[config.mk]
export PLATFORM = sky130hd
export DESIGN_NAME = iatr_ram
export DESIGN_NICKNAME = d
export VERILOG_FILES = /design/src/iatr_ram.sv
export SDC_FILE = /design/constraint.sdc
export NUM_CORES = 1
export LEC_CHECK = 0
export ABC_AREA = 1
export BUFFER_PORTS_ARGS = -buffer_cell sky130_fd_sc_hd__buf_2
export CAP_MARGIN = 40
export CORE_AREA = 2 2 117 119
export CTS_BUF_LIST = sky130_fd_sc_hd__clkbuf_8
export DETAILED_ROUTE_END_ITERATION = 6
export DIE_AREA = 0 0 119 121
export PLACE_DENSITY_LB_ADDON = 0.1
export SLEW_MARGIN = 10
export SYNTH_ARGS = -nofsm -noshare
export SYNTH_HDL_FRONTEND = slang
export SYNTH_SLANG_ARGS = --single-unit
[constraint.sdc]
create_clock -name clk -period 1.7 [get_ports clk]
set_input_delay 0.34 -clock clk [delete_from_list [all_inputs] [get_ports clk]]
set_output_delay 0.34 -clock clk [all_outputs]
set_load 0.02 [all_outputs]
[src/iatr_ram.sv]
// ----------------------------------------------------------------------------
// Generic single-port-write RAM
// One write port and one read port with a registered read data output.
// ----------------------------------------------------------------------------
module iatr_ram #(
  parameter int WIDTH = 8,
  parameter int DEPTH = 16
) (
  input  logic                                   clk,
  input  logic                                   we,
  input  logic [((DEPTH > 2) ? $clog2(DEPTH) : 1)-1:0] waddr,
  input  logic [WIDTH-1:0]                       wdata,
  input  logic                                   re,
  input  logic [((DEPTH > 2) ? $clog2(DEPTH) : 1)-1:0] raddr,
  output logic [WIDTH-1:0]                       rdata
);

  logic [WIDTH-1:0] mem [DEPTH];

  always_ff @(posedge clk) begin
    if (we) begin
      mem[waddr] <= wdata;
    end
    if (re) begin
      rdata <= mem[raddr];
    end
  end

endmodule

==> flow_summary.ini, run 1 <==
[status]
outcome = complete, no violations

[die]
die_h_um = 121
core_mm2 = 0.01309
initial_utilization_pct = 44.68
rows = 42
die_x_um = 119
die_area_mm2 = 0.01440
io_pins = 27

[critical_path]
crit_slowest_cell = edfxtp_1
critPathMaxFanout = 1
r2r-start = mem[0][5]
worstPathArrival_ns = 1.06
crit_chain = buf_2
crit_path_max_incr_delay_ns = 0.43
crit_buf_inv = 1
criticalPathCategory = flip-flop to primary output
cp.required_ns = 1.36
start_kind = flip-flop
crit_path_start = rdata[7]
cpLargestDelayFamily = flip-flops
cp-end-kind = primary output

[synthesis]
synth_area_mm2 = 0.005847
syn_inst = 551
ys_seq_elements = 136
synth_nets = 570
synth_area_per_cell_um2 = 10.61
ys_seq_area_share_pct = 69.85
synth_cell_type_count = 11
yosysWarnings = 0

[clocking]
cts_buffers = 17
cts_tree = done
clock_latency_ns = 0.44
post_cts_buffers = 0
post_cts_resize_count = 0
clockBufferDepth = 2
cts_hold_buf = 0
cts.sinks = 136
htree_levels = 4
path_clk_slew_ns = 0.07
cts-root-buf = clkbuf_8

[job]
max_cap_violations = 0

[sta]
layout_min_cycle_time_ns = 1.403
rsz0062_at_grt = false
setup_tns_ns = 0
finalCritPeriodShare_pct = 82.54
finalMaxSlewViolations = 0
setup-violations-final = 0
slew_headroom_pct = 57.14
hold_violations = 0
fin_skew_ns = 0.008473
worstMarginPinSlew_ns = 0.6420
fmax_ghz = 0.7127

[cells_and_area]
syn2layout_area_growth_pct = 11.64
diodes = 0
layoutNonFillerInstCount = 783
final_cell_mix = 173 x nand2_1, 136 x edfxtp_1, 104 x inv_1
drive_gt1_share_pct = 12.19
nets = 616
mostFrequentLayoutCell = nand2_1

[placement]
io_buffers = 26
dpl.cell_count = 754
dp_hpwl_mm = 8.517
gp_congestion = 0.7945

[power_and_ir_drop]
power.leakage_uw = 0.002834
power_density_mw_per_mm2 = 969.1
pwr-share-comb_pct = 7.7
intPower_uw = 4840
power_frac_seq_pct = 60.0
switching_share_pct = 23.49
netSwitchingPower_uw = 1486
ir_drop_mv = 0.4796
pwr-share-clk_pct = 32.3

[global_routing]
track_usage_pct = 20.55
grt_first_pass_wirelength_mm = 21.00
antenna_found_initial = 0
grt_overflow_total = 0
grt_pass1_vias = 3627
grt_max_degree = 33

[routing]
wire_per_inst_um = 17.56
drcViolationCount = 0
drt_iter0_markers = 373
dr_total_vias = 3846
dr.pass1.iters = 5
drtAntennaViolNets = 0
drt_wl_total_mm = 13.75
vias_per_cell = 4.912

[worst_hold_path]
worst_hold_startpoint = re
min_path_type = input port to flip-flop
kinds of logic after synthesis:
group / share of synthesized area (%)
buf+inv: 9.394
simple gates: 20.76
flops: 69.85
metal layers:
metal,up-vias,routed length (um),global-route usage (%)
met1,1853,6692,28.93
met3,24,563,3.994
li1,1867,-,-
met2,102,6231,31.43
met5,-,0,0
met4,0,264,8.482
final timing paths:
kind	end	cells past startpoint	slack [ns]
max	rdata[7]	1	0.30
min	rdata[6]	1	0.25
max reg2reg	rdata[5]	6	0.56
min reg2reg	rdata[4]	6	0.73
cells in the mapped netlist:
| cell | n | share of area (%) |
|---|---|---|
| buf_2 | 13 | 1.1 |
| nor2_1 | 17 | 1.1 |
| buf_6 | 6 | 1.2 |
| inv_1 | 100 | 6.4 |
| edfxtp_1 | 136 | 70 |
| buf_4 | 4 | 0.51 |
| nand2_1 | 173 | 11 |
| nand3_1 | 97 | 8.3 |
| nand3b_1 | 2 | 0.26 |
| inv_2 | 2 | 0.13 |
| buf_1 | 1 | 0.064 |
power groups by stage:
stage	Clock, uW	Combinational, uW	Sequential (uW)
final	2040	486	3800
after global routing	2220	543	3800
after CTS	2080	489	3800
after detailed placement	0	488	3870
after global placement	0	486	3870
after floorplan	0	265	3890
sequential cells by signal, indices dropped and copies added (netlist names):
name / cells
mem: 128
rdata: 8
stage by stage:
step | power [uW] | worst slack [ns] | cell area [um^2] | hold WS, ns | util (%)
2_1_floorplan | 4150 | 0.4092 | 5847 | 0.4389 | -
3_3_place_gp | 4355 | 0.1125 | 6243 | 0.7125 | 47.71
3_5_place_dp | 4358 | 0.1123 | 6243 | 0.7178 | 47.71
4_1_cts | 6369 | 0.2699 | 6528 | 0.2337 | 49.89
5_1_grt | 6563 | 0.2617 | 6528 | 0.2375 | 49.89
6_report | 6326 | 0.2969 | 6528 | 0.2535 | 49.89
final cells by class:
cell class | instances | area [um^2]
fill | 1200 | 6558
sequential | 136 | 4084
multi-input combinational | 289 | 1214
inverter | 102 | 382.9
timing repair buffer | 51 | 342.8
clock buffer | 17 | 234.0
tap | 176 | 220.2
clock inverter | 12 | 50.05
Note: power is estimated with default switching activity, not from simulation.
==> run 2: changes to the inputs <==
==> constraint.sdc (replaced) <==
create_clock -name clk -period 1.45 [get_ports clk]
set_input_delay 0.29 -clock clk [delete_from_list [all_inputs] [get_ports clk]]
set_output_delay 0.29 -clock clk [all_outputs]
set_load 0.02 [all_outputs]
==> run 2 against run 1 <==
Sequential cell count unchanged; non-clock buffer count up 2; total power is 17% higher; clock skew shrank 0.0015 ns; via count decreased by 1.2%; register-to-register slack lost 0.26 ns; clock power rose by 18%; core utilization up 0.25 points; global-route usage increased by 0.18 points.
==> flow_summary.ini, run 2 (same netlist as run 1, synthesis figures left out) <==
[status]
outcome = complete, no violations

[power_and_ir_drop]
ir_drop_mv = 0.6129
pwr-share-comb_pct = 7.7
power_density_mw_per_mm2 = 1131
netSwitchingPower_uw = 1735
power_frac_seq_pct = 60.0
switching_share_pct = 23.37
power.leakage_uw = 0.002864
intPower_uw = 5687
pwr-share-clk_pct = 32.3

[placement]
io_buffers = 26
dp_hpwl_mm = 8.494
dpl.cell_count = 756
gp_congestion = 0.7703

[die]
die_area_mm2 = 0.01440
die_h_um = 121
rows = 42
die_x_um = 119
io_pins = 27
core_mm2 = 0.01309
initial_utilization_pct = 44.68

[critical_path]
reg2reg_slack_ns = 0.30
cpLargestDelayFamily = flip-flops
crit_buf_inv = 1
critPathMaxFanout = 1
criticalPathCategory = flip-flop to primary output
worstPathArrival_ns = 1.10
crit_chain = buf_2
cp.required_ns = 1.16
crit_path_max_incr_delay_ns = 0.46
cp-end-kind = primary output
crit_slowest_cell = edfxtp_1
start_kind = flip-flop

[sta]
fin_skew_ns = 0.007014
hold_violations = 0
fmax_ghz = 0.7204
layout_min_cycle_time_ns = 1.388
rsz0062_at_grt = false
finalMaxSlewViolations = 0
setup-violations-final = 0
worstMarginPinSlew_ns = 0.6484
finalCritPeriodShare_pct = 95.73
slew_headroom_pct = 56.71
setup_tns_ns = 0

[clocking]
cts-root-buf = clkbuf_8
cts_buffers = 17
clockBufferDepth = 2
clock_latency_ns = 0.44
cts_tree = done
cts_hold_buf = 0
htree_levels = 4
cts.sinks = 136
post_cts_resize_count = 0
post_cts_buffers = 0
path_clk_slew_ns = 0.07

[worst_hold_path]
min_path_type = input port to flip-flop

[routing]
top_layer = met4
wl_met2_mm = 6.190
dr.pass1.iters = 5
drt_wl_total_mm = 13.50
wire_per_inst_um = 17.17
met1_length_mm = 6.270
drt_iter0_markers = 373
dr_total_vias = 3799
dr_wl_met3_um = 814
drtAntennaViolNets = 0
vias_per_cell = 4.833
drcViolationCount = 0

[cells_and_area]
top_register = mem
drive_gt1_share_pct = 12.62
final_cell_mix = 173 x nand2_1, 136 x edfxtp_1, 107 x inv_1
largestRegisters = mem: 128 flops, rdata: 8 flops
syn2layout_area_growth_pct = 12.20
nets = 618
mostFrequentLayoutCell = nand2_1
diodes = 0
largest_reg_flops = 128
layoutNonFillerInstCount = 786

[global_routing]
grt_max_degree = 33
grt_first_pass_wirelength_mm = 21.47
track_usage_pct = 20.72
antenna_found_initial = 0
grt_pass1_vias = 3700
grt_overflow_total = 0

[job]
max_cap_violations = 0
run 2: cell types whose count changed in the layout (fill, tap and decap cells not counted), sizes merged:
cell | before | now
clkinv | 8 | 6
inv | 106 | 109
buf | 51 | 53
run 2: final cells by class:
class	count	area [um^2]
Clock inverter	13	55.05
Multi-Input combinational cell	289	1214
Clock buffer	17	234.0
Sequential cell	136	4084
Fill cell	1205	6525
Timing Repair Buffer	53	370.4
Tap cell	176	220.2
Inverter	102	382.9
run 2: routing by layer:
metal  vias up  track usage, %
li1       1871               -
met3        19           4.182
met5         -               0
met1      1802           29.07
met2       107           32.08
met4         0           7.813
run 2: path summary, 6_finish.rpt:
path | start | to | cells past startpoint
worst min-delay path | re | rdata[6] | 1
worst min register to register | mem[14][4] | rdata[4] | 6
worst max register to register | mem[1][7] | rdata[7] | 6
worst max-delay path | rdata[7] | rdata[7] | 1
run 2: power groups by stage:
stage	Combinational (uW)	Clock [uW]	Sequential [uW]
floorplan	310	0	4560
global placement	575	0	4540
detailed placement	580	0	4540
CTS	582	2470	4450
global route	641	2650	4460
finish	572	2400	4450
run 2: stage by stage:
stage / area, um^2 / util (%) / hold WS [ns] / power, uW / setup slack, ns
after floorplan: 5847 / - / 0.3889 / 4866 / 0.2092
after global placement: 6271 / 47.93 / 0.6824 / 5111 / -0.1732
after detailed placement: 6271 / 47.93 / 0.6868 / 5118 / -0.1980
after CTS: 6560 / 50.13 / 0.2133 / 7500 / 0.04597
after global routing: 6560 / 50.13 / 0.2127 / 7744 / 0.04677
final: 6560 / 50.13 / 0.2255 / 7422 / 0.06196
