`config.mk`:
```
export PLATFORM = sky130hd
export DESIGN_NAME = iatr_ctrl
export DESIGN_NICKNAME = d
export VERILOG_FILES = /design/src/iatr_pkg.sv /design/src/iatr_ctrl.sv
export SDC_FILE = /design/constraint.sdc
export NUM_CORES = 1
export LEC_CHECK = 0
export BUFFER_PORTS_ARGS = -buffer_cell sky130_fd_sc_hd__buf_4
export CAP_MARGIN = 10
export CORE_MARGIN = 4
export CORE_UTILIZATION = 23
export DETAILED_ROUTE_END_ITERATION = 6
export PLACE_DENSITY = 0.41
export SYNTH_ARGS = -nofsm -noshare
export SYNTH_HDL_FRONTEND = slang
export SYNTH_SLANG_ARGS = --single-unit
export TNS_END_PERCENT = 1
```
`constraint.sdc`:
```
create_clock -name clk -period 5.3 [get_ports clk]
set_clock_uncertainty 0.15 [all_clocks]
set_input_delay 0.265 -clock clk [delete_from_list [all_inputs] [get_ports clk]]
set_output_delay 0.265 -clock clk [all_outputs]
set_load 0.01 [all_outputs]
```
`src/iatr_pkg.sv`:
```
// ----------------------------------------------------------------------------
// I/O access trace ring: shared types and constants
// Request and response formats, entry layout, status codes and the address
// filter used by the trace ring.
// ----------------------------------------------------------------------------
package iatr_pkg;

  localparam int TRACE_DEPTH = 256;
  localparam int IDX_W       = (TRACE_DEPTH > 2) ? $clog2(TRACE_DEPTH) : 1;
  localparam int CNT_W       = $clog2(TRACE_DEPTH + 1);
  localparam int POS_W       = 8;
  localparam int SUM_W       = ((CNT_W > POS_W) ? CNT_W : POS_W) + 2;

  localparam logic [31:0] IO_BASE    = 32'h1F80_1000;
  localparam logic [31:0] MARKER_LOW = 32'hF000_0000;
  localparam logic [31:0] IO_SPAN    = 32'h0000_1000;

  localparam logic [1:0] REQ_RECORD = 2'd0;
  localparam logic [1:0] REQ_READ   = 2'd1;
  localparam logic [1:0] REQ_CLEAR  = 2'd2;

  localparam logic [2:0] ST_FILTERED = 3'd0;
  localparam logic [2:0] ST_MERGED   = 3'd1;
  localparam logic [2:0] ST_APPENDED = 3'd2;
  localparam logic [2:0] ST_READ_OK  = 3'd3;
  localparam logic [2:0] ST_READ_BAD = 3'd4;
  localparam logic [2:0] ST_CLEARED  = 3'd5;

  typedef struct packed {
    logic [1:0]       req_type;
    logic [31:0]      access_addr;
    logic [31:0]      access_value;
    logic             access_is_write;
    logic [2:0]       access_bytes;
    logic [POS_W-1:0] read_position;
  } req_t;

  typedef struct packed {
    logic [2:0]       status;
    logic [31:0]      entry_addr;
    logic [31:0]      entry_value;
    logic             entry_is_write;
    logic [2:0]       entry_bytes;
    logic [31:0]      entry_repeats;
    logic [CNT_W-1:0] fill_level;
  } rsp_t;

  typedef struct packed {
    logic [31:0] addr;
    logic [31:0] value;
    logic [31:0] repeats;
    logic        is_write;
    logic [2:0]  bytes;
  } entry_t;

  localparam int ENTRY_W = $bits(entry_t);

  typedef struct packed {
    logic             we;
    logic [IDX_W-1:0] waddr;
    entry_t           wdata;
    logic             re;
    logic [IDX_W-1:0] raddr;
  } ram_ctl_t;

  typedef struct packed {
    logic [2:0]       status;
    logic [CNT_W-1:0] fill_level;
  } rsp_meta_t;

  function automatic logic passes_filter(input logic [31:0] addr);
    logic [31:0] off;
    logic        hit;
    off = addr - IO_BASE;
    hit = ((off >= 32'h070) && (off < 32'h078)) ||
          ((off >= 32'h080) && (off < 32'h100)) ||
          ((off >= 32'h100) && (off < 32'h130)) ||
          ((off >= 32'h800) && (off < 32'h804)) ||
          ((off >= 32'h810) && (off < 32'h818));
    return (addr >= MARKER_LOW) || ((off < IO_SPAN) && hit);
  endfunction

endpackage

```
`src/iatr_ctrl.sv`:
```
// ----------------------------------------------------------------------------
// I/O access trace ring: request control
// Decodes requests, keeps the ring pointers and a register copy of the newest
// entry, drives the entry memory and holds the response status register.
// ----------------------------------------------------------------------------
module iatr_ctrl
  import iatr_pkg::*;
(
  input  logic      clk,
  input  logic      rst,
  input  logic      req_valid,
  output logic      req_stall,
  input  req_t      req,
  output logic      rsp_valid,
  input  logic      rsp_stall,
  output rsp_meta_t meta,
  output ram_ctl_t  ram_ctl
);

  logic [IDX_W-1:0] write_index;
  logic [IDX_W-1:0] write_index_next;
  logic [IDX_W-1:0] last_index;
  logic [IDX_W-1:0] last_index_next;
  logic [CNT_W-1:0] entry_count;
  logic [CNT_W-1:0] entry_count_next;
  entry_t           newest;
  entry_t           newest_next;
  rsp_meta_t        meta_next;
  logic             accept;
  logic             hit;
  logic [SUM_W-1:0] pos_sum;
  logic [SUM_W-1:0] pos_idx;
  logic             pos_ok;
  entry_t           fresh;

  assign req_stall = rsp_valid && rsp_stall;
  assign accept    = req_valid && !req_stall;

  assign hit = (entry_count != '0) && (newest.addr == req.access_addr) &&
               (newest.is_write == req.access_is_write);

  assign pos_ok  = SUM_W'(req.read_position) < SUM_W'(entry_count);
  assign pos_sum = SUM_W'(write_index) + SUM_W'(req.read_position) - SUM_W'(entry_count);
  assign pos_idx = pos_sum[SUM_W-1] ? (pos_sum + SUM_W'(TRACE_DEPTH)) : pos_sum;

  always_comb begin
    fresh.addr     = req.access_addr;
    fresh.value    = req.access_value;
    fresh.repeats  = '0;
    fresh.is_write = req.access_is_write;
    fresh.bytes    = req.access_bytes;
  end

  always_comb begin
    write_index_next = write_index;
    last_index_next  = last_index;
    entry_count_next = entry_count;
    newest_next      = newest;
    meta_next.status = ST_FILTERED;
    ram_ctl.we       = 1'b0;
    ram_ctl.waddr    = write_index;
    ram_ctl.wdata    = fresh;
    ram_ctl.re       = 1'b0;
    ram_ctl.raddr    = pos_idx[IDX_W-1:0];
    unique case (req.req_type)
      REQ_RECORD: begin
        if (passes_filter(req.access_addr)) begin
          if (hit) begin
            newest_next.repeats = newest.repeats + 32'd1;
            newest_next.value   = req.access_value;
            ram_ctl.we          = accept;
            ram_ctl.waddr       = last_index;
            ram_ctl.wdata       = newest_next;
            meta_next.status    = ST_MERGED;
          end else begin
            newest_next      = fresh;
            ram_ctl.we       = accept;
            last_index_next  = write_index;
            write_index_next = (write_index == IDX_W'(TRACE_DEPTH - 1)) ? '0 :
                               write_index + IDX_W'(1);
            if (entry_count != CNT_W'(TRACE_DEPTH)) begin
              entry_count_next = entry_count + CNT_W'(1);
            end
            meta_next.status = ST_APPENDED;
          end
        end
      end
      REQ_READ: begin
        if (pos_ok) begin
          ram_ctl.re       = accept;
          meta_next.status = ST_READ_OK;
        end else begin
          meta_next.status = ST_READ_BAD;
        end
      end
      REQ_CLEAR: begin
        write_index_next = '0;
        entry_count_next = '0;
        meta_next.status = ST_CLEARED;
      end
      default: begin
        meta_next.status = ST_FILTERED;
      end
    endcase
    meta_next.fill_level = entry_count_next;
  end

  always_ff @(posedge clk) begin
    if (rst) begin
      write_index <= '0;
      last_index  <= '0;
      entry_count <= '0;
      rsp_valid   <= 1'b0;
    end else begin
      if (accept) begin
        write_index <= write_index_next;
        last_index  <= last_index_next;
        entry_count <= entry_count_next;
        rsp_valid   <= 1'b1;
      end else if (!rsp_stall) begin
        rsp_valid <= 1'b0;
      end
    end
  end

  always_ff @(posedge clk) begin
    if (accept) begin
      newest <= newest_next;
      meta   <= meta_next;
    end
  end

endmodule

```
==> results.cfg, run 1 <==
[clocking]
cts_tree = done
clkTransAtPathRegs_ns = 0.07
cts_inserted_buffers = 9
insertion_delay_ns = 0.35
clock-sinks = 106
ctsHtreeMaxLevel = 3
max-clock-path-buffers = 2
post_cts_buffers = 0
root_buffer = clkbuf_16

[status]
status = completed

[critical_path]
r2r_setup_slack_ns = 1.77
crit_path_end_kind = output pin
worstPathMaxFanout = 44
start_kind = primary input
critPathArrivalTime_ns = 4.17
timing_worst_setup_path_type = primary input to output pin
worstPathRequired_ns = 4.89
reg2reg_depth = 11

[synthesis]
yosys_warnings = 0
yosysTopAreaCellShare_pct = 35.3
synth_async_sr_flop_share_pct = 0
synth.avg_cell_area_um2 = 9.63
ys_types = 63
synthesis.area_mm2 = 0.00681
seq_area_frac_synth_pct = 42.9
syn_inst = 707
netlist.top_cell.by_area = edfxtp_1
ys_ff_latch = 106
synth_area_leaders = edfxtp_1 35%, dfxtp_1 7.6%, xor2_1 6.4%, nor2_1 5.7%, ha_1 4.0%
synth.net_count = 818
synth_top_flop_cell = edfxtp_1
synth-edff-count = 80

[die]
fp.coreArea_mm2 = 0.0289
dieArea_mm2 = 0.0324
fp.dieH_um = 180
die_x_um = 180
fp-row-count = 62
start_util_pct = 23.5
pin_count = 214

[detailed_routing]
drcViolationCount = 0
first_pass_iters = 4
first_iter_violations = 216
post_drt_wl_per_cell_um = 15.6
routed_wirelength_um = 18700
num_vias = 5232
detail-route-antenna-nets = 0
viasPerCell = 4.39

[finish]
areaGrowthSynthToFinish_pct = 24.3
post_route_cells_drive_above_1_share_pct = 23.9
antenna_cells = 0
final_cell_mix = 153 x buf_4, 103 x nor2_1, 80 x edfxtp_1
layout_commonest_cell = buf_4
fin_area_mm2 = 0.00847
final_nets = 915
fillers = 3066

[pwr]
powerDensity_mw_per_mm2 = 223
vdd_drop_max_uv = 122
power_w = 0.00189
cellLeakagePower_nw = 3.36

[sta]
finalCritPeriodShare_pct = 86.5
hold_viol_final = 0
finalMaxSlewViolations = 0
tightestPinTransition_ns = 0.939
rsz0062_at_grt = no
hold_ws_ns = 0.0141
fin_crit_ns = 4.58
setup_viol = 0
final.setup.tns_ns = 0
max_slew_margin_pct = 37.1
fmax_mhz = 218

[grt]
grt_antenna_before_repair = 0
grt_pass1_vias = 5239
grt-ovfl-total = 0
grt_max_degree = 45
grt_usage_pct = 11.3
grt_pass1_wl_um = 29600

[flow_run]
drv_cap = 0

[place]
port_buffers = 149
dpl-instance-area_mm2 = 0.00797
gp_congestion = 0.758
hpwl_um = 14300

[min_path]
hold_depth = 1
hold_class = primary input to register
-- metal layers --
| metal | global-route usage, % | vias to the layer above | wire length (um) |
|---|---|---|---|
| met5 | 0 | - | 0 |
| met3 | 2.10 | 8 | 690 |
| met2 | 18.5 | 128 | 8690 |
| li1 | - | 2610 | - |
| met4 | 2.27 | 0 | 124 |
| met1 | 15.8 | 2486 | 9150 |
-- state kept, by name, summed over array words and instances (netlist names) --
| signal | count |
|---|---|
| last_index | 8 |
| rsp_valid | 1 |
| write_index | 8 |
| entry_count | 9 |
| newest | 68 |
| meta | 12 |
-- final timing paths --
check	start	endpoint
min reg2reg	last_index[0]	last_index[0]
min	req[53]	newest[77]
max	req[57]	ram_ctl[111]
max reg2reg	entry_count[1]	newest[98]
-- report_power, final --
part / internal (W) / total (W) / leakage, nW / switching (W)
combinational: 0.000120 / 0.000254 / 2.33 / 0.000135
clock: 0.000414 / 0.000733 / 0.151 / 0.000319
sequential: 0.000894 / 0.000898 / 0.884 / 0.00000344
-- per-stage QoR --
step	utilization, %	std cells	setup WS (ns)
after global placement	27.5	1159	1.34
after CTS	29.3	1193	0.676
after detailed placement	27.5	1159	1.24
after floorplan	-	707	1.36
final	29.3	1193	0.716
after global routing	29.3	1193	0.344
-- cell usage after synthesis, types with 3 or more instances --
cell type / n
xor2_1: 50
o21a_1: 4
mux2i_1: 9
nand3b_1: 5
o21ai_0: 15
buf_6: 5
fa_1: 7
buf_4: 32
o211ai_1: 3
mux2_2: 8
dfxtp_1: 26
o21bai_1: 4
ha_1: 22
a211oi_1: 3
nand4_1: 13
o2111ai_1: 3
clkbuf_1: 46
nor3b_1: 3
nand2_1: 25
nand3_1: 28
inv_1: 54
mux2_4: 4
a21oi_1: 18
o31a_1: 4
a31o_2: 3
a21o_1: 4
nand2b_1: 4
and4_1: 4
o31ai_1: 3
nor2b_1: 4
and3_1: 8
nor4_1: 13
nor3_1: 13
nor2_1: 104
or3_1: 11
xnor2_1: 30
edfxtp_1: 80
-- kinds of logic (layout without fill, tap and decap cells) --
group / Yosys count / after routing / synth area share (%)
DFF: 106 / 106 / 42.9
xor gates and xnor gates: 80 / 80 / 10.3
muxes: 21 / 21 / 3.53
AOI/OAI and AO/OA: 85 / 85 / 9.13
buffers and inverters: 139 / 241 / 10.0
adders and majority gates: 29 / 29 / 6.10
and+or+nand+nor: 247 / 247 / 18.0
-- worst max-delay path, stage by stage --
cell and delay [ns]:
dlygate4sd3_1 0.53, buf_4 0.16, inv_1 0.09, ha_1 0.19, nor3b_1 0.49, nand3_1 0.27
nor4_1 0.40, a311oi_2 0.11, nor3_2 0.27, o21ai_1 0.14, or2_2 0.63, mux2_2 0.43
buf_4 0.15
-- layout make-up --
class	instances	area, um2	area share (%)
Timing Repair Buffer	171	1330	15.7
Tap cell	384	480	5.68
Inverter	54	203	2.39
Sequential cell	106	2920	34.5
Multi-Input combinational cell	462	3210	38.0
Clock buffer	9	225	2.66
Clock inverter	7	92.6	1.09
-- repair_timing --
action,4_1_cts,5_1_grt
hold buffers,18,0
gates resized for setup,0,0
hold endpoints to repair,18,0
Note: power is estimated with default switching activity, not from simulation.
==> run 2: changes to the inputs <==
CORE_UTILIZATION = 56   (was 23)
PLACE_DENSITY = 0.85   (was 0.41)
clock period = 5.29 ns   (was 5.3 ns; I/O delays follow)
==> run 2 against run 1 <==
Worst hold slack worse by 0.0037 ns. Clock power is 16% lower. First-iteration DRC count is 91% higher. Final cell count is 20% lower. Combinational power hardly changed. Register-to-register slack better by 0.18 ns. Die area is 57% lower. Setup slack worse by 0.0073 ns. Final area is 3.8% lower. Global-route usage is 12 points higher. Critical path type unchanged. Utilization is 39 points higher. Via count is 6.1% higher.
==> results.cfg, run 2 (synthesized netlist as in run 1, its figures left out) <==
[sta]
hold_ws_ns = 0.0104
finalMaxSlewViolations = 0
final.setup.tns_ns = 0
rsz0062_at_grt = no
fin_crit_ns = 4.58
fmax_mhz = 218
finalCritPeriodShare_pct = 86.6
setup_viol = 0
max_slew_margin_pct = 36.5
tightestPinTransition_ns = 0.949
hold_viol_final = 0

[die]
pin_count = 214
fp-row-count = 40
fp.coreArea_mm2 = 0.0120
start_util_pct = 56.9
die_x_um = 118
dieArea_mm2 = 0.0140
fp.dieH_um = 118

[critical_path]
worstReg2RegStart = entry_count[1]
max_stage_delay_ns = 0.55
reg2reg_depth = 11
worstPathRequired_ns = 4.88
path_buf_inv = 5
crit_chain = dlygate4sd3_1 -> buf_4 -> inv_1 -> ha_1 -> nor3b_1 -> nand3_1 -> nor4_1 -> a311oi_2 -> nor3_2 -> o21ai_1 -> or2_1 -> buf_4 -> nor2_1 -> buf_4
timing_worst_setup_path_type = primary input to output pin
worstPathMaxFanout = 26
crit_start = req[57]
cp_slowest_cell = dlygate4sd3_1
crit_family = simple AND/OR/NAND/NOR gates
regToRegEndpoint = newest[98]
start_kind = primary input
crit_path_end_kind = output pin
critPathArrivalTime_ns = 4.17
crit_top_cell = buf_4
r2r_setup_slack_ns = 1.95

[finish]
top_regs = newest: 68 flops, meta: 12 flops, entry_count: 9 flops
final_cell_mix = 155 x buf_4, 103 x nor2_1, 80 x edfxtp_1
seq_area_mm2 = 0.00292
multi_input_area_mm2 = 0.00321
areaGrowthSynthToFinish_pct = 19.6
regMostFlops = newest
final_nets = 919
fillers = 863
post_route_cells_drive_above_1_share_pct = 23.6
layout_commonest_cell = buf_4
antenna_cells = 0
post-route-util_pct = 68.1
largest_reg_flops = 68

[pwr]
powerDensity_mw_per_mm2 = 218
cellLeakagePower_nw = 3.36
p_seq_share_pct = 50.7
p_clk_share_pct = 34.9
power_w = 0.00177
swShare_pct = 24.7
comb_power_share_pct = 14.4
intPower_w = 0.00134
p_sw_w = 0.000439
vdd_drop_max_uv = 191

[clocking]
clkTransAtPathRegs_ns = 0.06
cts_resized = 0
post_cts_buffers = 0
clock-sinks = 106
root_buffer = clkbuf_16
ctsHtreeMaxLevel = 3
insertion_delay_ns = 0.35
cts_tree = done
cts_inserted_buffers = 9
max-clock-path-buffers = 2

[grt]
grt_pass1_wl_um = 27100
grt_antenna_before_repair = 0
grt_usage_pct = 23.6
grt_max_degree = 38
grt_pass1_vias = 5651
grt-ovfl-total = 0

[detailed_routing]
first_pass_iters = 6
drcViolationCount = 0
viasPerCell = 5.78
detail-route-antenna-nets = 0
post_drt_wl_per_cell_um = 17.6
first_iter_violations = 412
num_vias = 5550
routed_wirelength_um = 16900

[flow_run]
drv_cap = 0

[min_path]
hold_class = primary input to register
hp-start = req[58]
min_to = newest[82]
hold_depth = 1

[status]
status = completed

[place]
port_buffers = 149
gp_congestion = 0.908
hpwl_um = 12500
==> run 2: worst register-to-register path: cells and delay by family (launching register included) <==
kind                       cells  cell delay, ns
buffers and inverters          5            1.23
adders and majority gates      1            0.16
AOI/OAI and AO/OA              2            0.42
and+or+nand+nor                3            0.62
DFF                            1            0.38
==> run 2: cell type report <==
type / count / share of cell area, %
Tap cell: 147 / 2.26
Sequential cell: 106 / 35.9
Clock inverter: 5 / 0.353
Multi-Input combinational cell: 462 / 39.4
Timing Repair Buffer: 175 / 16.7
Clock buffer: 11 / 2.86
Inverter: 54 / 2.49
==> run 2: repair_timing <==
| action | CTS | global route |
|---|---|---|
| endpoints found under the setup margin | 0 | 0 |
| hold buffers | 19 | 1 |
| hold endpoints to repair | 19 | 1 |
==> run 2: per-layer routing <==
layer	vias up	GRT usage, %	share of wire [%]
li1	2608	-	-
met1	2608	29.0	40
met2	284	39.3	49
met3	50	5.89	7.7
met4	0	10.3	2.8
met5	-	0	0
==> run 2: worst max path at each step <==
| stage | end | slack [ns] | cells after the start |
|---|---|---|---|
| 2_1_floorplan | newest[10] | 1.35 | 9 |
| 3_3_place_gp | ram_ctl[17] | 1.51 | 11 |
| 3_5_place_dp | ram_ctl[27] | 1.31 | 13 |
| 4_1_cts | ram_ctl[27] | 0.74 | 14 |
| 5_1_grt | ram_ctl[17] | 0.25 | 14 |
| 6_report | ram_ctl[27] | 0.71 | 14 |
==> run 2: metrics by stage <==
step | std cells | setup slack (ns) | instance area (um2)
floorplan | 707 | 1.35 | 6810
global placement | 924 | 1.51 | 7680
detailed placement | 924 | 1.31 | 7680
CTS | 959 | 0.744 | 8130
global route | 960 | 0.253 | 8140
finish | 960 | 0.708 | 8140
==> run 2: power by group through the flow <==
stage / sequential, W / combinational, W / clock (W)
after detailed placement: 0.000919 / 0.000242 / 0
after global placement: 0.000918 / 0.000235 / 0
final: 0.000900 / 0.000255 / 0.000618
after floorplan: 0.000921 / 0.000149 / 0
after global routing: 0.000900 / 0.000278 / 0.000655
after CTS: 0.000900 / 0.000255 / 0.000626
==> run 3: changes to the inputs <==
CORE_UTILIZATION = 50   (was 56)
PLACE_DENSITY = 0.77   (was 0.85)
==> run 3 against run 2 <==
Final area increased by 1.0%. First-iteration DRC count increased by 22%. Non-clock buffer count decreased by 1. Maximum frequency increased by 1.5%. Setup slack improved by 0.067 ns. Worst hold slack improved by 0.0014 ns. Count of clock-buffer cells in the layout decreased by 1.
==> results.cfg, run 3 (synthesized netlist as in run 1, its figures left out) <==
[status]
status = completed

[detailed_routing]
wl_met3_um = 971
wl_met2_um = 8460
drcViolationCount = 0
detail-route-antenna-nets = 0
first_iter_violations = 503
num_vias = 5496
routed_wirelength_um = 16900
first_pass_iters = 6
viasPerCell = 5.56
top_layer = met4
wl_met1_um = 7060
post_drt_wl_per_cell_um = 17.2

[sta]
fmax_mhz = 222
max_slew_margin_pct = 38.8
final.setup.tns_ns = 0
rsz0062_at_grt = no
fin_crit_ns = 4.51
finalCritPeriodShare_pct = 85.3
setup_viol = 0
finalMaxSlewViolations = 0
tightestPinTransition_ns = 0.914
hold_viol_final = 0

[flow_run]
drv_cap = 0

[pwr]
powerDensity_mw_per_mm2 = 228
swShare_pct = 23.7
intPower_w = 0.00143
comb_power_share_pct = 13.6
p_sw_w = 0.000445
p_clk_share_pct = 38.5
p_seq_share_pct = 47.9
cellLeakagePower_nw = 3.39
vdd_drop_max_uv = 146

[critical_path]
worstPathMaxFanout = 27
crit_family = simple AND/OR/NAND/NOR gates
critPathArrivalTime_ns = 4.10
max_stage_delay_ns = 0.54
start_kind = primary input
regToRegEndpoint = meta[9]
path_buf_inv = 5
r2r_setup_slack_ns = 1.71
reg2reg_depth = 10
worstReg2RegStart = entry_count[1]
crit_top_cell = buf_4
crit_path_end_kind = output pin
crit_chain = dlygate4sd3_1 -> buf_4 -> inv_1 -> ha_1 -> nor3b_1 -> nand3_1 -> nor4_1 -> a311oi_2 -> nor3_2 -> o21ai_1 -> or2_1 -> buf_4 -> nor2_1 -> buf_4
worstPathRequired_ns = 4.88
cp_slowest_cell = dlygate4sd3_1
timing_worst_setup_path_type = primary input to output pin

[clocking]
cts_resized = 0
max-clock-path-buffers = 2
root_buffer = clkbuf_16
post_cts_buffers = 0
ctsHtreeMaxLevel = 3
clkTransAtPathRegs_ns = 0.07
cts_tree = done
insertion_delay_ns = 0.35
cts_inserted_buffers = 9
clock-sinks = 106

[finish]
top_regs = newest: 68 flops, meta: 12 flops, entry_count: 9 flops
post_route_cells_drive_above_1_share_pct = 23.9
antenna_cells = 0
areaGrowthSynthToFinish_pct = 20.8
final_cell_mix = 154 x buf_4, 103 x nor2_1, 80 x edfxtp_1
regMostFlops = newest
post-route-util_pct = 61.9
final_nets = 918
largest_reg_flops = 68
fillers = 1063
layout_commonest_cell = buf_4

[place]
hpwl_um = 12600
gp_congestion = 0.887
port_buffers = 149

[die]
fp.dieH_um = 125
start_util_pct = 51.2
fp-row-count = 42
pin_count = 214
die_x_um = 125
fp.coreArea_mm2 = 0.0133
dieArea_mm2 = 0.0156

[min_path]
hp-start = req[59]
hold_depth = 1
min_to = newest[83]
hold_class = primary input to register

[grt]
grt_pass1_wl_um = 27200
grt_max_degree = 36
grt-ovfl-total = 0
grt_pass1_vias = 5474
grt_usage_pct = 21.4
grt_antenna_before_repair = 0
-- run 3: repair_timing --
action | in CTS | in global routing
endpoints found under the setup margin | 0 | 0
endpoints found under the hold margin | 20 | 0
hold buffers | 20 | 0
-- run 3: metal layers --
metal  track usage [%]  vias to the layer above
li1                  -                     2610
met1              25.9                     2633
met2              37.3                      214
met3              4.03                       39
met4              8.83                        0
met5                 0                        -
-- run 3: area by class of cell --
type                    count  area (um2)  area share [%]
multi-input cells         462        3210            39.0
clock inverters             6        87.6            1.06
well taps                 176         220            2.68
inverters                  54         203            2.46
flip-flops and latches    106        2920            35.5
clock buffers              10         229            2.78
repair buffers            174        1360            16.5
-- run 3: worst max-delay path by stage --
stage          startpoint          end  slack (ns)  depth (start not counted)
2_1_floorplan     req[57]   newest[10]        1.35                          9
3_3_place_gp      req[56]  ram_ctl[38]        1.55                         11
3_5_place_dp      req[57]  ram_ctl[16]        1.43                         13
4_1_cts           req[57]  ram_ctl[16]        0.85                         14
5_1_grt           req[57]  ram_ctl[17]        0.52                         14
6_report          req[57]  ram_ctl[16]        0.78                         14
-- run 3: power groups by stage --
stage          clock network, W  logic (W)  registers, W
6_report               0.000725   0.000255      0.000900
5_1_grt                0.000766   0.000279      0.000901
4_1_cts                0.000733   0.000255      0.000900
3_5_place_dp                  0   0.000242      0.000919
3_3_place_gp                  0   0.000237      0.000918
2_1_floorplan                 0   0.000149      0.000921
-- run 3: through the flow --
stage	area (um2)	hold slack (ns)	worst slack (ns)	cells	power (W)
after global routing	8230	0.00506	0.524	988	0.00195
after global placement	7710	0.304	1.55	952	0.00116
after CTS	8230	0.00386	0.852	988	0.00189
after detailed placement	7710	0.306	1.43	952	0.00116
after floorplan	6810	0.213	1.35	707	0.00107
final	8230	0.0118	0.776	988	0.00188
